==> config.mk <==
export PLATFORM = sky130hd
export DESIGN_NAME = shell_word_splitter_flat
export DESIGN_NICKNAME = d
export VERILOG_FILES = /design/src/rtl/core/shws_pkg.sv /design/src/rtl/core/shws_byte_if.sv /design/src/rtl/core/shws_word_if.sv /design/src/rtl/core/shws_lexer.sv /design/src/rtl/core/shell_word_splitter.sv /design/src/flat_wrapper.sv
export SDC_FILE = /design/constraint.sdc
export NUM_CORES = 1
export LEC_CHECK = 0
export BUFFER_PORTS_ARGS = -buffer_cell sky130_fd_sc_hd__buf_2
export CELL_PAD_IN_SITES_DETAIL_PLACEMENT = 0
export CELL_PAD_IN_SITES_GLOBAL_PLACEMENT = 1
export CORE_UTILIZATION = 41
export CTS_BUF_LIST = sky130_fd_sc_hd__clkbuf_2 sky130_fd_sc_hd__clkbuf_4 sky130_fd_sc_hd__clkbuf_8
export CTS_CLUSTER_SIZE = 12
export DETAILED_ROUTE_END_ITERATION = 10
export MAX_ROUTING_LAYER = met4
export PLACE_DENSITY = 0.83
export SYNTH_ARGS = -nofsm -noshare
export SYNTH_HDL_FRONTEND = slang
export SYNTH_SLANG_ARGS = --single-unit
export TNS_END_PERCENT = 5
==> constraint.sdc <==
create_clock -name i_clk -period 4.1 [get_ports i_clk]
set_clock_uncertainty 0.2 [all_clocks]
set_input_delay 0.205 -clock i_clk [delete_from_list [all_inputs] [get_ports i_clk]]
set_output_delay 0.205 -clock i_clk [all_outputs]
set_load 0.1 [all_outputs]
==> src/rtl/core/shws_pkg.sv <==
// ----------------------------------------------------------------------------
// shws_pkg
// Types, byte codes and helpers shared by the shell word splitter files.
// ----------------------------------------------------------------------------
package shws_pkg;

    // Width of the internal completed-word counter.
    localparam int COUNT_WIDTH = 8;
    // Width of the word count shown on the result channel.
    localparam int SHOW_WIDTH  = 8;
    // Width used to compare the counter against the shown limit.
    localparam int CMP_WIDTH   = (COUNT_WIDTH > SHOW_WIDTH) ? COUNT_WIDTH : SHOW_WIDTH;

    // Byte codes that steer the lexer.
    localparam logic [7:0] C_NUL     = 8'h00;
    localparam logic [7:0] C_TAB     = 8'h09;
    localparam logic [7:0] C_NL      = 8'h0A;
    localparam logic [7:0] C_SPACE   = 8'h20;
    localparam logic [7:0] C_DQUOTE  = 8'h22;
    localparam logic [7:0] C_SQUOTE  = 8'h27;
    localparam logic [7:0] C_BSLASH  = 8'h5C;

    // Lexer position within the line.
    typedef enum logic [1:0] {
        LS_START = 2'd0,
        LS_WORD  = 2'd1,
        LS_DQ    = 2'd2,
        LS_SQ    = 2'd3
    } t_lex;

    // Line status codes shown with each result.
    typedef enum logic [1:0] {
        ST_CONT = 2'd0,
        ST_OK   = 2'd1,
        ST_OPEN = 2'd2
    } t_status;

    // Class of a byte once escapes have been resolved.
    typedef enum logic [2:0] {
        CL_END,
        CL_LIT,
        CL_SPACE,
        CL_DQ,
        CL_SQ,
        CL_NONE
    } t_cls;

    // Lexer context carried from one byte to the next.
    typedef struct packed {
        t_lex                   lex;
        logic                   esc;
        logic [COUNT_WIDTH-1:0] count;
    } t_ctx;

    // One result item plus the flag that says whether the byte produced one.
    typedef struct packed {
        logic                  emit;
        logic                  char_valid;
        logic [7:0]            out_char;
        logic                  word_end;
        logic [1:0]            line_status;
        logic [SHOW_WIDTH-1:0] word_count;
    } t_result;

    // Context after reset and after each end of line.
    localparam t_ctx CTX_RESET = '{lex: LS_START, esc: 1'b0, count: '0};

    // Clamp the internal counter to the shown width.
    function automatic logic [SHOW_WIDTH-1:0] sat_show(input logic [COUNT_WIDTH-1:0] cnt);
        logic [CMP_WIDTH-1:0] wide;
        logic [CMP_WIDTH-1:0] limit;
        wide  = CMP_WIDTH'(cnt);
        limit = CMP_WIDTH'({SHOW_WIDTH{1'b1}});
        return (wide > limit) ? {SHOW_WIDTH{1'b1}} : SHOW_WIDTH'(wide);
    endfunction

endpackage

==> src/rtl/core/shws_byte_if.sv <==
// ----------------------------------------------------------------------------
// shws_byte_if
// Valid/ready channel that carries one byte of the command line.
// ----------------------------------------------------------------------------
interface shws_byte_if;
    logic       valid;
    logic       ready;
    logic [7:0] in_byte;

    modport source (output valid, output in_byte, input ready);
    modport sink   (input valid, input in_byte, output ready);
endinterface

==> src/rtl/core/shws_word_if.sv <==
// ----------------------------------------------------------------------------
// shws_word_if
// Valid/ready channel that carries one splitter result.
// ----------------------------------------------------------------------------
interface shws_word_if;
    logic                             valid;
    logic                             ready;
    logic                             char_valid;
    logic [7:0]                       out_char;
    logic                             word_end;
    logic [1:0]                       line_status;
    logic [shws_pkg::SHOW_WIDTH-1:0]  word_count;

    modport source (output valid, output char_valid, output out_char, output word_end,
                    output line_status, output word_count, input ready);
    modport sink   (input valid, input char_valid, input out_char, input word_end,
                    input line_status, input word_count, output ready);
endinterface

==> src/rtl/core/shws_lexer.sv <==
// ----------------------------------------------------------------------------
// shws_lexer
// Single-byte transition of the word splitter: next context and result.
// ----------------------------------------------------------------------------
module shws_lexer (
    input  logic [7:0]        i_byte,
    input  shws_pkg::t_ctx    i_ctx,
    output shws_pkg::t_ctx    o_ctx,
    output shws_pkg::t_result o_res
);

    shws_pkg::t_cls    cls;
    shws_pkg::t_lex    lex_n;
    shws_pkg::t_status status;
    logic              esc_n;
    logic              keep;
    logic              wend;
    logic [shws_pkg::COUNT_WIDTH-1:0] count_n;

    // Resolve escapes and sort the byte into a class.
    always_comb begin
        esc_n = 1'b0;
        if (i_ctx.esc) begin
            cls = (i_byte == shws_pkg::C_NUL) ? shws_pkg::CL_END : shws_pkg::CL_LIT;
        end else begin
            case (i_byte) inside
                shws_pkg::C_BSLASH: begin
                    cls   = shws_pkg::CL_NONE;
                    esc_n = 1'b1;
                end
                shws_pkg::C_NUL:                                     cls = shws_pkg::CL_END;
                shws_pkg::C_SPACE, shws_pkg::C_TAB, shws_pkg::C_NL:  cls = shws_pkg::CL_SPACE;
                shws_pkg::C_DQUOTE:                                  cls = shws_pkg::CL_DQ;
                shws_pkg::C_SQUOTE:                                  cls = shws_pkg::CL_SQ;
                default:                                             cls = shws_pkg::CL_LIT;
            endcase
        end
    end

    // Quote and word tracking.
    always_comb begin
        lex_n  = i_ctx.lex;
        keep   = 1'b0;
        wend   = 1'b0;
        status = shws_pkg::ST_CONT;
        unique case (cls)
            shws_pkg::CL_END: begin
                if (i_ctx.lex == shws_pkg::LS_START) begin
                    status = shws_pkg::ST_OK;
                end else begin
                    wend   = 1'b1;
                    status = (i_ctx.lex == shws_pkg::LS_WORD) ? shws_pkg::ST_OK
                                                               : shws_pkg::ST_OPEN;
                end
            end
            shws_pkg::CL_LIT: begin
                keep = 1'b1;
                if (i_ctx.lex == shws_pkg::LS_START) lex_n = shws_pkg::LS_WORD;
            end
            shws_pkg::CL_SPACE: begin
                if (i_ctx.lex == shws_pkg::LS_WORD) begin
                    wend  = 1'b1;
                    lex_n = shws_pkg::LS_START;
                end else if (i_ctx.lex != shws_pkg::LS_START) begin
                    keep = 1'b1;
                end
            end
            shws_pkg::CL_DQ: begin
                if (i_ctx.lex == shws_pkg::LS_START || i_ctx.lex == shws_pkg::LS_WORD) begin
                    lex_n = shws_pkg::LS_DQ;
                end else if (i_ctx.lex == shws_pkg::LS_DQ) begin
                    lex_n = shws_pkg::LS_WORD;
                end else begin
                    keep = 1'b1;
                end
            end
            shws_pkg::CL_SQ: begin
                if (i_ctx.lex == shws_pkg::LS_START || i_ctx.lex == shws_pkg::LS_WORD) begin
                    lex_n = shws_pkg::LS_SQ;
                end else if (i_ctx.lex == shws_pkg::LS_SQ) begin
                    lex_n = shws_pkg::LS_WORD;
                end else begin
                    keep = 1'b1;
                end
            end
            default: begin
                // A backslash only arms the escape.
            end
        endcase
    end

    // Saturating word counter.
    always_comb begin
        count_n = i_ctx.count;
        if (wend && (i_ctx.count != {shws_pkg::COUNT_WIDTH{1'b1}})) begin
            count_n = i_ctx.count + 1'b1;
        end
    end

    // Result item and next context; an end of line returns to the reset context.
    always_comb begin
        o_res.emit        = keep || wend || (status != shws_pkg::ST_CONT);
        o_res.char_valid  = keep;
        o_res.out_char    = keep ? i_byte : 8'h00;
        o_res.word_end    = wend;
        o_res.line_status = status;
        o_res.word_count  = shws_pkg::sat_show(count_n);
        if (status != shws_pkg::ST_CONT) begin
            o_ctx = shws_pkg::CTX_RESET;
        end else begin
            o_ctx.lex   = lex_n;
            o_ctx.esc   = esc_n;
            o_ctx.count = count_n;
        end
    end

endmodule

==> src/rtl/core/shell_word_splitter.sv <==
// ----------------------------------------------------------------------------
// shell_word_splitter
// Splits a command line, fed one byte per transaction, into shell words.
// ----------------------------------------------------------------------------
// Usage:
//   i_byte_in carries one byte of the line per transaction; a zero byte ends
//   the line. o_word_out carries a result transaction for every byte that
//   keeps a character, ends a word or ends the line. Separators, quotes and
//   backslashes alone produce no result transaction.
//   A byte passes through the input register and then the result register;
//   the lexer transition is a single combinational step between those
//   registers, so a new byte is accepted every cycle while the result side
//   keeps up.
//   When the receiver stalls, the result register holds its transaction and
//   the input register keeps filling; bytes that produce no result still
//   drain past a stalled result. Input ready drops only once the input
//   register holds a byte that has to wait for the result register.
//   After the end-of-line result the lexer context returns to its reset
//   value. Synchronous reset clears both registers' valid flags and the
//   lexer context; no clearing pass is needed.
// ----------------------------------------------------------------------------
module shell_word_splitter (
    input  logic        i_clk,
    input  logic        i_rst_n,
    shws_byte_if.sink   i_byte_in,
    shws_word_if.source o_word_out
);

    logic              r_in_valid;
    logic [7:0]        r_in_byte;
    shws_pkg::t_ctx    r_ctx;
    logic              r_out_valid;
    shws_pkg::t_result r_out;

    shws_pkg::t_ctx    n_ctx;
    shws_pkg::t_result lex_res;
    logic              advance;

    // Lexer transition on the registered byte.
    shws_lexer u_lexer (
        .i_byte (r_in_byte),
        .i_ctx  (r_ctx),
        .o_ctx  (n_ctx),
        .o_res  (lex_res)
    );

    // The registered byte moves on when its result has room or it has none.
    assign advance = r_in_valid &&
                     (!lex_res.emit || !r_out_valid || o_word_out.ready);
    assign i_byte_in.ready = !r_in_valid || advance;

    // Input register.
    always_ff @(posedge i_clk) begin
        if (!i_rst_n) begin
            r_in_valid <= 1'b0;
        end else if (i_byte_in.ready) begin
            r_in_valid <= i_byte_in.valid;
        end
        if (i_byte_in.ready && i_byte_in.valid) begin
            r_in_byte <= i_byte_in.in_byte;
        end
    end

    // Lexer context.
    always_ff @(posedge i_clk) begin
        if (!i_rst_n) begin
            r_ctx <= shws_pkg::CTX_RESET;
        end else if (advance) begin
            r_ctx <= n_ctx;
        end
    end

    // Result register.
    always_ff @(posedge i_clk) begin
        if (!i_rst_n) begin
            r_out_valid <= 1'b0;
        end else if (advance && lex_res.emit) begin
            r_out_valid <= 1'b1;
        end else if (o_word_out.ready) begin
            r_out_valid <= 1'b0;
        end
        if (advance && lex_res.emit) begin
            r_out <= lex_res;
        end
    end

    // Result channel drive.
    assign o_word_out.valid       = r_out_valid;
    assign o_word_out.char_valid  = r_out.char_valid;
    assign o_word_out.out_char    = r_out.out_char;
    assign o_word_out.word_end    = r_out.word_end;
    assign o_word_out.line_status = r_out.line_status;
    assign o_word_out.word_count  = r_out.word_count;

endmodule

==> src/flat_wrapper.sv <==
// flat-port wrapper written by rule: the top's interface ports become plain ports
module shell_word_splitter_flat 
  (i_clk, i_rst_n, i_byte_in_valid, i_byte_in_in_byte, i_byte_in_ready, o_word_out_valid, o_word_out_char_valid, o_word_out_out_char, o_word_out_word_end, o_word_out_line_status, o_word_out_word_count, o_word_out_ready);
  shws_byte_if i_byte_in_i ();
  shws_word_if o_word_out_i ();
  input  logic i_clk;
  input  logic i_rst_n;
  input wire logic [$bits(i_byte_in_i.valid)-1:0] i_byte_in_valid;
  input wire logic [$bits(i_byte_in_i.in_byte)-1:0] i_byte_in_in_byte;
  output wire logic [$bits(i_byte_in_i.ready)-1:0] i_byte_in_ready;
  output wire logic [$bits(o_word_out_i.valid)-1:0] o_word_out_valid;
  output wire logic [$bits(o_word_out_i.char_valid)-1:0] o_word_out_char_valid;
  output wire logic [$bits(o_word_out_i.out_char)-1:0] o_word_out_out_char;
  output wire logic [$bits(o_word_out_i.word_end)-1:0] o_word_out_word_end;
  output wire logic [$bits(o_word_out_i.line_status)-1:0] o_word_out_line_status;
  output wire logic [$bits(o_word_out_i.word_count)-1:0] o_word_out_word_count;
  input wire logic [$bits(o_word_out_i.ready)-1:0] o_word_out_ready;
  assign i_byte_in_i.valid = i_byte_in_valid;
  assign i_byte_in_i.in_byte = i_byte_in_in_byte;
  assign i_byte_in_ready = i_byte_in_i.ready;
  assign o_word_out_valid = o_word_out_i.valid;
  assign o_word_out_char_valid = o_word_out_i.char_valid;
  assign o_word_out_out_char = o_word_out_i.out_char;
  assign o_word_out_word_end = o_word_out_i.word_end;
  assign o_word_out_line_status = o_word_out_i.line_status;
  assign o_word_out_word_count = o_word_out_i.word_count;
  assign o_word_out_i.ready = o_word_out_ready;
  shell_word_splitter u_core (.i_clk(i_clk), .i_rst_n(i_rst_n), .i_byte_in(i_byte_in_i), .o_word_out(o_word_out_i));
endmodule
# ---- Word level (Yosys, flattened, before mapping)
# Cells that the tools add are included.
dict set report totals {
  regBits 41
  in_bits 12
}
dict set report op_classes {
  add_sub_neg 1
  n_lt_le_gt_ge 1
  n_eq_ne 18
  n_mux 33
  n_reduce_logical 22
}
# operator count
set op_table {}
lappend op_table {{$eq A8 B6 Y1 const B} 3}
lappend op_table {{$mux W2} 9}
lappend op_table {{$mux W3} 6}
lappend op_table {{$eq A8 B4 Y1 const B} 2}
lappend op_table {{$mux W1} 13}
lappend op_table {{$mux W11} 1}
lappend op_table {{$add A8 B1 Y8 const B} 1}
lappend op_table {{$eq A8 B7 Y1 const B} 1}
lappend op_table {{$gt A8 B8 Y1 const B} 1}
lappend op_table {{$logic_not A8 Y1} 1}
lappend op_table {{$mux W8} 1}
lappend op_table {{$ne A4 B4 Y1 const B} 2}
lappend op_table {{$ne A8 B8 Y1 const B} 1}
lappend op_table {{$pmux W2 S4} 1}
lappend op_table {{$eq A3 B2 Y1 const B} 2}
lappend op_table {{$logic_or A1 B1 Y1} 6}
lappend op_table {{$ne A3 B3 Y1 const B} 2}
lappend op_table {{$reduce_and A6 Y1} 1}
lappend op_table {{$reduce_bool A2 Y1} 3}
lappend op_table {{$reduce_bool A5 Y1} 1}
lappend op_table {{$eq A2 B2 Y1 const B} 2}
lappend op_table {{$logic_and A1 B1 Y1} 4}
lappend op_table {{$pmux W1 S4} 1}
lappend op_table {{$eq A3 B1 Y1 const B} 1}
lappend op_table {{other kinds (7)} 9}

# ---- Longest topological paths before layout
# Gate-level depths: netlist of the first run.
dict set report logic_depth {
  word_depth 17
  ltp_mapped 9
}

# ---- Hierarchy
# A second synthesis of the first run with hierarchy kept.
dict set report hier_totals {
  cells_unflattened 207
  hier_area_um2 2167.1
}
# module n_inst cells_each area_per_inst_um2
set by_module_without_submodules {}
lappend by_module_without_submodules {shell_word_splitter 1 86 1397.6}
lappend by_module_without_submodules {shws_lexer 1 121 769.5}

# ---- Worst setup path before layout of the first run
# OpenSTA, ideal clock, no wires.
dict set report synth_path {
  path_type {reg-to-reg}
  start {register u_core.r_in_byte[2]}
  end {register u_core.r_out (netlist bit u_core.o_word_out.char_valid) (enable)}
  setup_time_ns 0.397
  t_arrival_ns 3.324
  slack_ns 0.180
  stages_incl_launch_ff 8
  n_path_buf 1
  path_cell_list {edfxtp_1 or4_4 or4_4 and3_1 a221oi_1 o21ai_1 buf_2 nor2_1}
}
dict set report synth_between {
  elab_chain_len 16
  word_cells_on_any_way 31
  classes_between {eq/ne (10); mux (10); reduce/logical (11)}
}
# element line_no
set synth_rtl {}
lappend synth_rtl {{start, declared} shell_word_splitter.sv:30} ;# logic [7:0] r_in_byte;
lappend synth_rtl {{start signal, assigned} shell_word_splitter.sv:60} ;# r_in_byte <= i_byte_in.in_byte;
lappend synth_rtl {{$eq A8 B6 Y1 (no source line)} n/a}
lappend synth_rtl {{$mux W3 (5 in a row)} shws_lexer.sv:26} ;# case (i_byte) inside
lappend synth_rtl {{$mux W3 (*)} shws_lexer.sv:23} ;# if (i_ctx.esc) begin
lappend synth_rtl {{$eq A3 B3 Y1, or another cell as far along} shws_lexer.sv:46} ;# unique case (cls)
lappend synth_rtl {{$pmux W1 S4, or another cell as far along} shws_lexer.sv:46}
lappend synth_rtl {{$logic_or A1 B1 Y1 / $reduce_bool A2 Y1 (equally long branches)} shws_lexer.sv:102} ;# o_res.emit = keep || wend || (status != shws_pkg::ST_CONT);
lappend synth_rtl {{$logic_or A1 B1 Y1 (*)} shws_lexer.sv:102}
lappend synth_rtl {{$logic_not A1 Y1} shell_word_splitter.sv:49} ;# (!lex_res.emit || !r_out_valid || o_word_out.ready);
lappend synth_rtl {{$logic_or A1 B1 Y1 (2 in a row)} shell_word_splitter.sv:49}
lappend synth_rtl {{$logic_and A1 B1 Y1} shell_word_splitter.sv:48} ;# assign advance = r_in_valid &&
lappend synth_rtl {{$logic_and A1 B1 Y1 (*)} shell_word_splitter.sv:82} ;# if (advance && lex_res.emit) begin
lappend synth_rtl {{end signal, assigned} shell_word_splitter.sv:83} ;# r_out <= lex_res;
lappend synth_rtl {{end, declared} shell_word_splitter.sv:33} ;# shws_pkg::t_result r_out;
# Every way passes the cells marked *; elsewhere a longest branch is shown, timed or not.
# A chain may end at the register's enable or synchronous reset.

# ---- Worst setup path after layout of the first run
dict set report layout_path {
  start {register u_core.r_in_byte[2]}
  end {output i_byte_in_ready}
}
dict set report layout_between {
  elab_chain_len 16
  word_cells_on_any_way 31
  classes_between {eq/ne (10); mux (10); reduce/logical (11)}
}
# element line_no
set layout_rtl {}
lappend layout_rtl {{$eq A8 B6 Y1 (no source line)} n/a}
lappend layout_rtl {{$mux W3 (5 in a row)} shws_lexer.sv:26}
lappend layout_rtl {{$mux W3 (*)} shws_lexer.sv:23}
lappend layout_rtl {{$eq A3 B3 Y1, or another cell as far along} shws_lexer.sv:46}
lappend layout_rtl {{$pmux W1 S4, or another cell as far along} shws_lexer.sv:46}
lappend layout_rtl {{$logic_or A1 B1 Y1 / $reduce_bool A2 Y1 (equally long branches)} shws_lexer.sv:102}
lappend layout_rtl {{$logic_or A1 B1 Y1 (*)} shws_lexer.sv:102}
lappend layout_rtl {{$logic_not A1 Y1 (*)} shell_word_splitter.sv:49}
lappend layout_rtl {{$logic_or A1 B1 Y1 (*) (2 in a row)} shell_word_splitter.sv:49}
lappend layout_rtl {{$logic_and A1 B1 Y1 (*)} shell_word_splitter.sv:48}
lappend layout_rtl {{$logic_or A1 B1 Y1 (*)} shell_word_splitter.sv:50} ;# assign i_byte_in.ready = !r_in_valid || advance;
lappend layout_rtl {{end, declared} flat_wrapper.sv:10} ;# output wire logic [$bits(i_byte_in_i.ready)-1:0] i_byte_in_ready;
# Marked as above.

==> metrics.cfg, run 1 <==
[floorplanning]
floorplan.die.height_um = 73.2
die_area_mm2 = 0.00535
pin_count = 34
initial_utilization_pct = 43.4
design.core.area_mm2 = 0.00479
chipWidth_um = 73.2
rows = 25

[route]
number_of_detailed_route_iterations_in_the_first_pass = 4
vias = 1596
finalWirelength_um = 4010
drt_iter0_drc = 70
detail-route-antenna-nets = 0
routedWlPerCell_um = 13.2
vias_per_cell = 5.25
drc_violation_count_after_routing = 0

[yosys]
post_synth_and_or_nand_nor_area_fraction_pct = 25.6
synth_top_family_by_area = simple AND/OR/NAND/NOR gates
syn_area_per_cell_um2 = 10.7
post_synth_instance_area_mm2 = 0.00208
synth_compound_area_share_pct = 11.5
synth_sequential_area_ratio_pct = 53.0
yosys_warnings = 0
post-synth-top-area-cell = sky130_fd_sc_hd__edfxtp_1
postSynth.topFlopCell = sky130_fd_sc_hd__edfxtp_1
synthArstFlopShare_pct = 0
synth_cell_type_count = 51
number_of_flip_flops_and_latches_in_the_synthesized_netlist = 41
number_of_enable_type_register_cells_in_the_synthesized_netlist = 28
post_synth_mux_area_share_pct = 2.41
netlist_instances = 194
post_synth_main_area_contributors = sky130_fd_sc_hd__edfxtp_1, sky130_fd_sc_hd__dfxtp_1, sky130_fd_sc_hd__nand2_1
synth_xor_area_share_pct = 3.37
synth.top_cell.area_share_pct = 40.5
synth-adder-area-share_pct = 0.602
syn-num-nets = 207

[clock_network]
clock_tree.htree_level_count = 2
clock_tree.root_cell = sky130_fd_sc_hd__clkbuf_8
cts.sink_count = 41
cts.hold.buffers_added = 9
cts-buffers-inserted = 5
ctsLongestPathBuffers = 2
clkSlewWorstSetupHoldPaths_ns = 0.08
clock_tree_from_tritoncts = done
cts_repair_resized_insts = 0
cts_setup_buffers = 0
clk-insertion-delay-late_ns = 0.29

[placement]
dpl.hpwl_um = 2800
port_buffers = 33
gp_congestion = 0.981
placed_cells = 287

[critical_path]
path_cells = or4_4, or4_4, and3_1, a221oi_1, buf_4, or3_1, buf_2
setup.worst_path.class = register to output pin
critical_path.endpoint_type = output pin
critical-path-top-cell-by-count = sky130_fd_sc_hd__or4_4
timing.critical_path.slowest_stage_cell = sky130_fd_sc_hd__or4_4
critical_path_peak_fanout = 12
crit_path_start_kind = register
worst-r2r-setup-slack_ns = 0.63
kind_of_cell_adding_the_most_delay_to_the_critical_path = simple AND/OR/NAND/NOR gates
critPathBufInv = 2
critPathRequiredTime_ns = 3.69
cp.arrival_ns = 3.28
critPathMaxStageDelay_ns = 0.60

[timing]
hold_violations = 0
slew-limit-headroom_pct = 64.7
worst_hold_slack_ns = 0.154
rsz0062_at_grt = no
setup_violations = 0
slew_at_the_pin_closest_to_its_max_slew_limit_ns = 0.524
timing.final.crit_share_pct = 89.9
tns_ns = 0
fin_crit_period_ns = 3.69
fmax_ghz = 0.271
slew_viol_final = 0

[run_status]
run_status = complete, no violations

[finish]
final_common_cell = sky130_fd_sc_hd__buf_2
final_layout_size_suffix_gt1_share_pct = 21.9
num-nets-final = 249
insertedDiodeCount = 0
nFillCells = 438
final_cell_mix = sky130_fd_sc_hd__buf_2, sky130_fd_sc_hd__edfxtp_1, sky130_fd_sc_hd__nand2_1
area_delta_synth_final_pct = 19.6
final_util_pct = 51.9
finalNonFillerCells = 304

[grt]
antenna_violations_before_repair = 0
gr_ovfl_total = 0
grt_pass1_wl_um = 6440
grt_pass1_vias = 1372
grt_usage_pct = 16.7
largest_net_degree_at_the_start_of_global_routing = 24

[pwr]
power.static_leakage_nw = 0.904
vdd_ir_drop_max_v = 0.000206
pwr_density_cell_mw_per_mm2 = 353

[job]
max-cap-violations = 0

[worst_hold_path]
holdCritPathClass = input port to register

metal layers:
metal / vias to the layer above / track usage (%) / part of all wire, %
li1: 805 / - / -
met1: 728 / 22.5 / 49
met2: 51 / 23.1 / 42
met3: 12 / 4.42 / 5.7
met4: 0 / 7.84 / 3.0
met5: - / - / 0
tightest hold or removal path, delay by kind of cell:
kind,cells,cell delay (ns)
AND/OR/NAND/NOR,1,0.10
buffers and inverters,1,0.22
AO/OA/AOI/OAI,1,0.06
registers in the layout, summed over array words and instances, names as in the netlist:
name	count
u_core.r_ctx	11
u_core.o_word_out.out_char	8
u_core.o_word_out.word_count	8
u_core.r_in_byte	8
u_core.o_word_out.line_status	2
u_core.o_word_out.char_valid	1
u_core.o_word_out.valid	1
u_core.o_word_out.word_end	1
u_core.r_in_valid	1
power breakdown:
group,total (mW),internal [mW],switching (mW)
registers,0.473,0.459,0.0131
clock network,0.265,0.133,0.132
logic,0.140,0.0330,0.107
total,0.878,0.626,0.252
path summary, 6_finish.rpt:
path	startpoint	to	cells after the start
max	u_core.r_in_byte[2]	i_byte_in_ready	7
min	i_rst_n	u_core.r_ctx[1]	3
max reg2reg	u_core.r_in_byte[2]	u_core.r_ctx[7]	8
min reg2reg	u_core.r_ctx[6]	u_core.r_ctx[6]	2
synthesized netlist by cell type (all sizes together) (2+ instances only):
cell type,instances
edfxtp,28
nand2,19
dfxtp,13
nor2,13
a21oi,8
clkbuf,8
and2,7
inv,7
nand3,6
o22ai,6
and3,5
mux2i,5
nand4b,5
xnor2,5
o21ai,4
nand3b,3
nor2b,3
nor3,3
nor4,3
or3,3
or3b,3
or4,3
xor2,3
a211oi,2
a31oi,2
buf,2
nand2b,2
nand4,2
o211ai,2
o31ai,2
or4b,2
layout make-up:
cell class	count	area [um2]	area share, %
clock inverters	2	8.76	0.353
multi-input cells	136	903	36.4
flip-flops and latches	41	1100	44.3
clock buffers	6	82.6	3.32
repair buffers	45	278	11.2
well taps	67	83.8	3.38
inverters	7	26.3	1.06
cell families (layout without fill, tap and decap cells):
family	after synthesis	after routing
muxes	5	5
buffers and inverters	17	60
xor gates and xnor gates	8	8
and+or+nand+nor	88	88
adders and majority gates	1	1
AOI/OAI and AO/OA	34	34
DFF	41	41
stage by stage:
stage                     instance area (um2)  power, mW  worst slack [ns]
after global placement                   2300      0.614             0.740
after global routing                     2480      0.914             0.251
after floorplan                          2080      0.590             0.180
after detailed placement                 2300      0.615             0.626
final                                    2480      0.878             0.415
after CTS                                2480      0.885             0.381
Note: power is estimated with default switching activity, not from simulation.
==> inputs of run 2 (changes only) <==
--- a/config.mk
+++ b/config.mk
@@ -6,14 +6,16 @@
 export NUM_CORES = 1
 export LEC_CHECK = 0
 export BUFFER_PORTS_ARGS = -buffer_cell sky130_fd_sc_hd__buf_2
-export CELL_PAD_IN_SITES_DETAIL_PLACEMENT = 0
-export CELL_PAD_IN_SITES_GLOBAL_PLACEMENT = 1
-export CORE_UTILIZATION = 41
+export CELL_PAD_IN_SITES_DETAIL_PLACEMENT = 1
+export CELL_PAD_IN_SITES_GLOBAL_PLACEMENT = 2
+export CORE_MARGIN = 10
+export CORE_UTILIZATION = 34
 export CTS_BUF_LIST = sky130_fd_sc_hd__clkbuf_2 sky130_fd_sc_hd__clkbuf_4 sky130_fd_sc_hd__clkbuf_8
 export CTS_CLUSTER_SIZE = 12
 export DETAILED_ROUTE_END_ITERATION = 10
 export MAX_ROUTING_LAYER = met4
 export PLACE_DENSITY = 0.83
+export SKIP_CTS_REPAIR_TIMING = 1
 export SYNTH_ARGS = -nofsm -noshare
 export SYNTH_HDL_FRONTEND = slang
 export SYNTH_SLANG_ARGS = --single-unit
==> run 2 against run 1 <==
  * Sequential cell count is the same
  * Register-to-register slack gained 0.02 ns
  * Sequential share of layout area shrank 0.90 points
  * Fmax grew 1.2%
  * Hold slack gained 0.0020 ns
  * Clock-buffer cell count grew 1
  * First-iteration DRC count grew 110%
  * Cell count grew 2.6%
  * Die area grew 80%
  * Non-clock buffer count is the same
  * Design area grew 2.1%
  * Largest cell class unchanged
==> metrics.cfg, run 2 (synthesized netlist as in run 1, its figures left out) <==
[run_status]
run_status = complete, no violations

[route]
vias = 1602
detail_route.wirelength.met1_um = 2320
met3RoutedLength_um = 171
vias_per_cell = 5.13
finalWirelength_um = 4690
met2_length_um = 2110
routedWlPerCell_um = 15.0
routed.top_layer = met4
detail-route-antenna-nets = 0
drt_iter0_drc = 145
number_of_detailed_route_iterations_in_the_first_pass = 4
drc_violation_count_after_routing = 0

[clock_network]
clock_tree.htree_level_count = 2
cts.sink_count = 41
clkSlewWorstSetupHoldPaths_ns = 0.08
clock_tree.root_cell = sky130_fd_sc_hd__clkbuf_8
clock_tree_from_tritoncts = done
clk-insertion-delay-late_ns = 0.30
cts-buffers-inserted = 5
ctsLongestPathBuffers = 2

[critical_path]
cp.arrival_ns = 3.24
critPathLaunch = u_core.r_in_byte[2]
path_cells = or4_4, or4_4, and3_1, a221oi_1, buf_4, or3_1, buf_2
critPathRequiredTime_ns = 3.69
setup.worst_path.class = register to output pin
cp.depth = 7
critical-path-top-cell-by-count = sky130_fd_sc_hd__or4_4
critPathMaxStageDelay_ns = 0.60
worstReg2RegStart = u_core.r_in_byte[2]
critical_path.endpoint_type = output pin
critPathBufInv = 2
timing.critical_path.slowest_stage_cell = sky130_fd_sc_hd__or4_4
worst-r2r-cell-count = 9
critical_path_peak_fanout = 12
kind_of_cell_adding_the_most_delay_to_the_critical_path = simple AND/OR/NAND/NOR gates
crit_path_start_kind = register

[finish]
area_delta_synth_final_pct = 22.0
insertedDiodeCount = 0
final_common_cell = sky130_fd_sc_hd__buf_2
final_layout_size_suffix_gt1_share_pct = 22.4
final_cell_mix = sky130_fd_sc_hd__buf_2, sky130_fd_sc_hd__edfxtp_1, sky130_fd_sc_hd__nand2_1
finalNonFillerCells = 312
num-nets-final = 249
nFillCells = 659
regMostFlops = u_core.r_ctx
largest_register_ffs = 11
finalInstanceArea_mm2 = 0.00253
final_util_pct = 42.8

[timing]
timing.final.crit_share_pct = 88.8
slew_viol_final = 0
fmax_ghz = 0.275
tns_ns = 0
slew-limit-headroom_pct = 61.8
hold_violations = 0
setup_violations = 0
rsz0062_at_grt = no
fin_crit_period_ns = 3.64
slew_at_the_pin_closest_to_its_max_slew_limit_ns = 0.568

[grt]
grt_usage_pct = 10.4
grt_pass1_wl_um = 8160
grt_pass1_vias = 1652
gr_ovfl_total = 0
largest_net_degree_at_the_start_of_global_routing = 24
antenna_violations_before_repair = 0

[pwr]
pwr_density_cell_mw_per_mm2 = 378
vdd_ir_drop_max_v = 0.000167
power.static_leakage_nw = 0.921

[placement]
port_buffers = 33
postPlaceCellArea_mm2 = 0.00232
dpl.hpwl_um = 3490
gp_congestion = 0.861
placed_cells = 295

[worst_hold_path]
holdCritPathClass = input port to register
min-delay-start = i_rst_n
hold_depth = 2

[job]
max-cap-violations = 0

[floorplanning]
chipWidth_um = 98.2
die_area_mm2 = 0.00964
design.core.area_mm2 = 0.00592
initial_utilization_pct = 35.1
rows = 28
floorplan.die.height_um = 98.2
pin_count = 34

run 2: changes by cell type in the layout (fill, tap and decap cells not counted):
cell	change
sky130_fd_sc_hd__buf_12	+1
sky130_fd_sc_hd__buf_4	-1
sky130_fd_sc_hd__bufinv_16	+1
sky130_fd_sc_hd__clkbuf_4	+1
sky130_fd_sc_hd__clkinv_1	-1
sky130_fd_sc_hd__clkinv_2	-1
run 2: area by class of cell:
type | instances | area (um2) | area share (%)
clock buffers | 7 | 90.1 | 3.55
clock inverters | 1 | 30.0 | 1.18
inverters | 7 | 26.3 | 1.04
multi-input cells | 136 | 903 | 35.6
flip-flops and latches | 41 | 1100 | 43.4
well taps | 75 | 93.8 | 3.70
repair buffers | 45 | 290 | 11.5
run 2: path summary, 6_finish.rpt:
| check | endpoint | slack (ns) |
|---|---|---|
| max | i_byte_in_ready | 0.46 |
| min | u_core.r_in_valid | 0.16 |
| max reg2reg | u_core.r_ctx[0] | 0.65 |
| min reg2reg | u_core.r_ctx[1] | 0.32 |
run 2: power by group:
group	internal, mW	switching [mW]	leakage [nW]
Sequential	0.459	0.0134	0.365
Clock	0.205	0.138	0.0619
Combinational	0.0346	0.108	0.494
Total	0.699	0.260	0.921
run 2: per-layer routing:
layer / up-vias / global-route usage [%]
li1: 803 / -
met1: 769 / 13.1
met2: 24 / 15.3
met3: 6 / 2.68
met4: 0 / 4.63
met5: - / -
run 2: metrics by stage:
| stage | setup WS (ns) | hold slack [ns] | total power [mW] |
|---|---|---|---|
| detailed placement | 0.644 | 0.184 | 0.619 |
| floorplan | 0.180 | 0.104 | 0.590 |
| finish | 0.459 | 0.156 | 0.959 |
| global route | 0.296 | 0.183 | 0.997 |
| CTS | 0.429 | -0.127 | 0.965 |
| global placement | 0.749 | 0.183 | 0.618 |
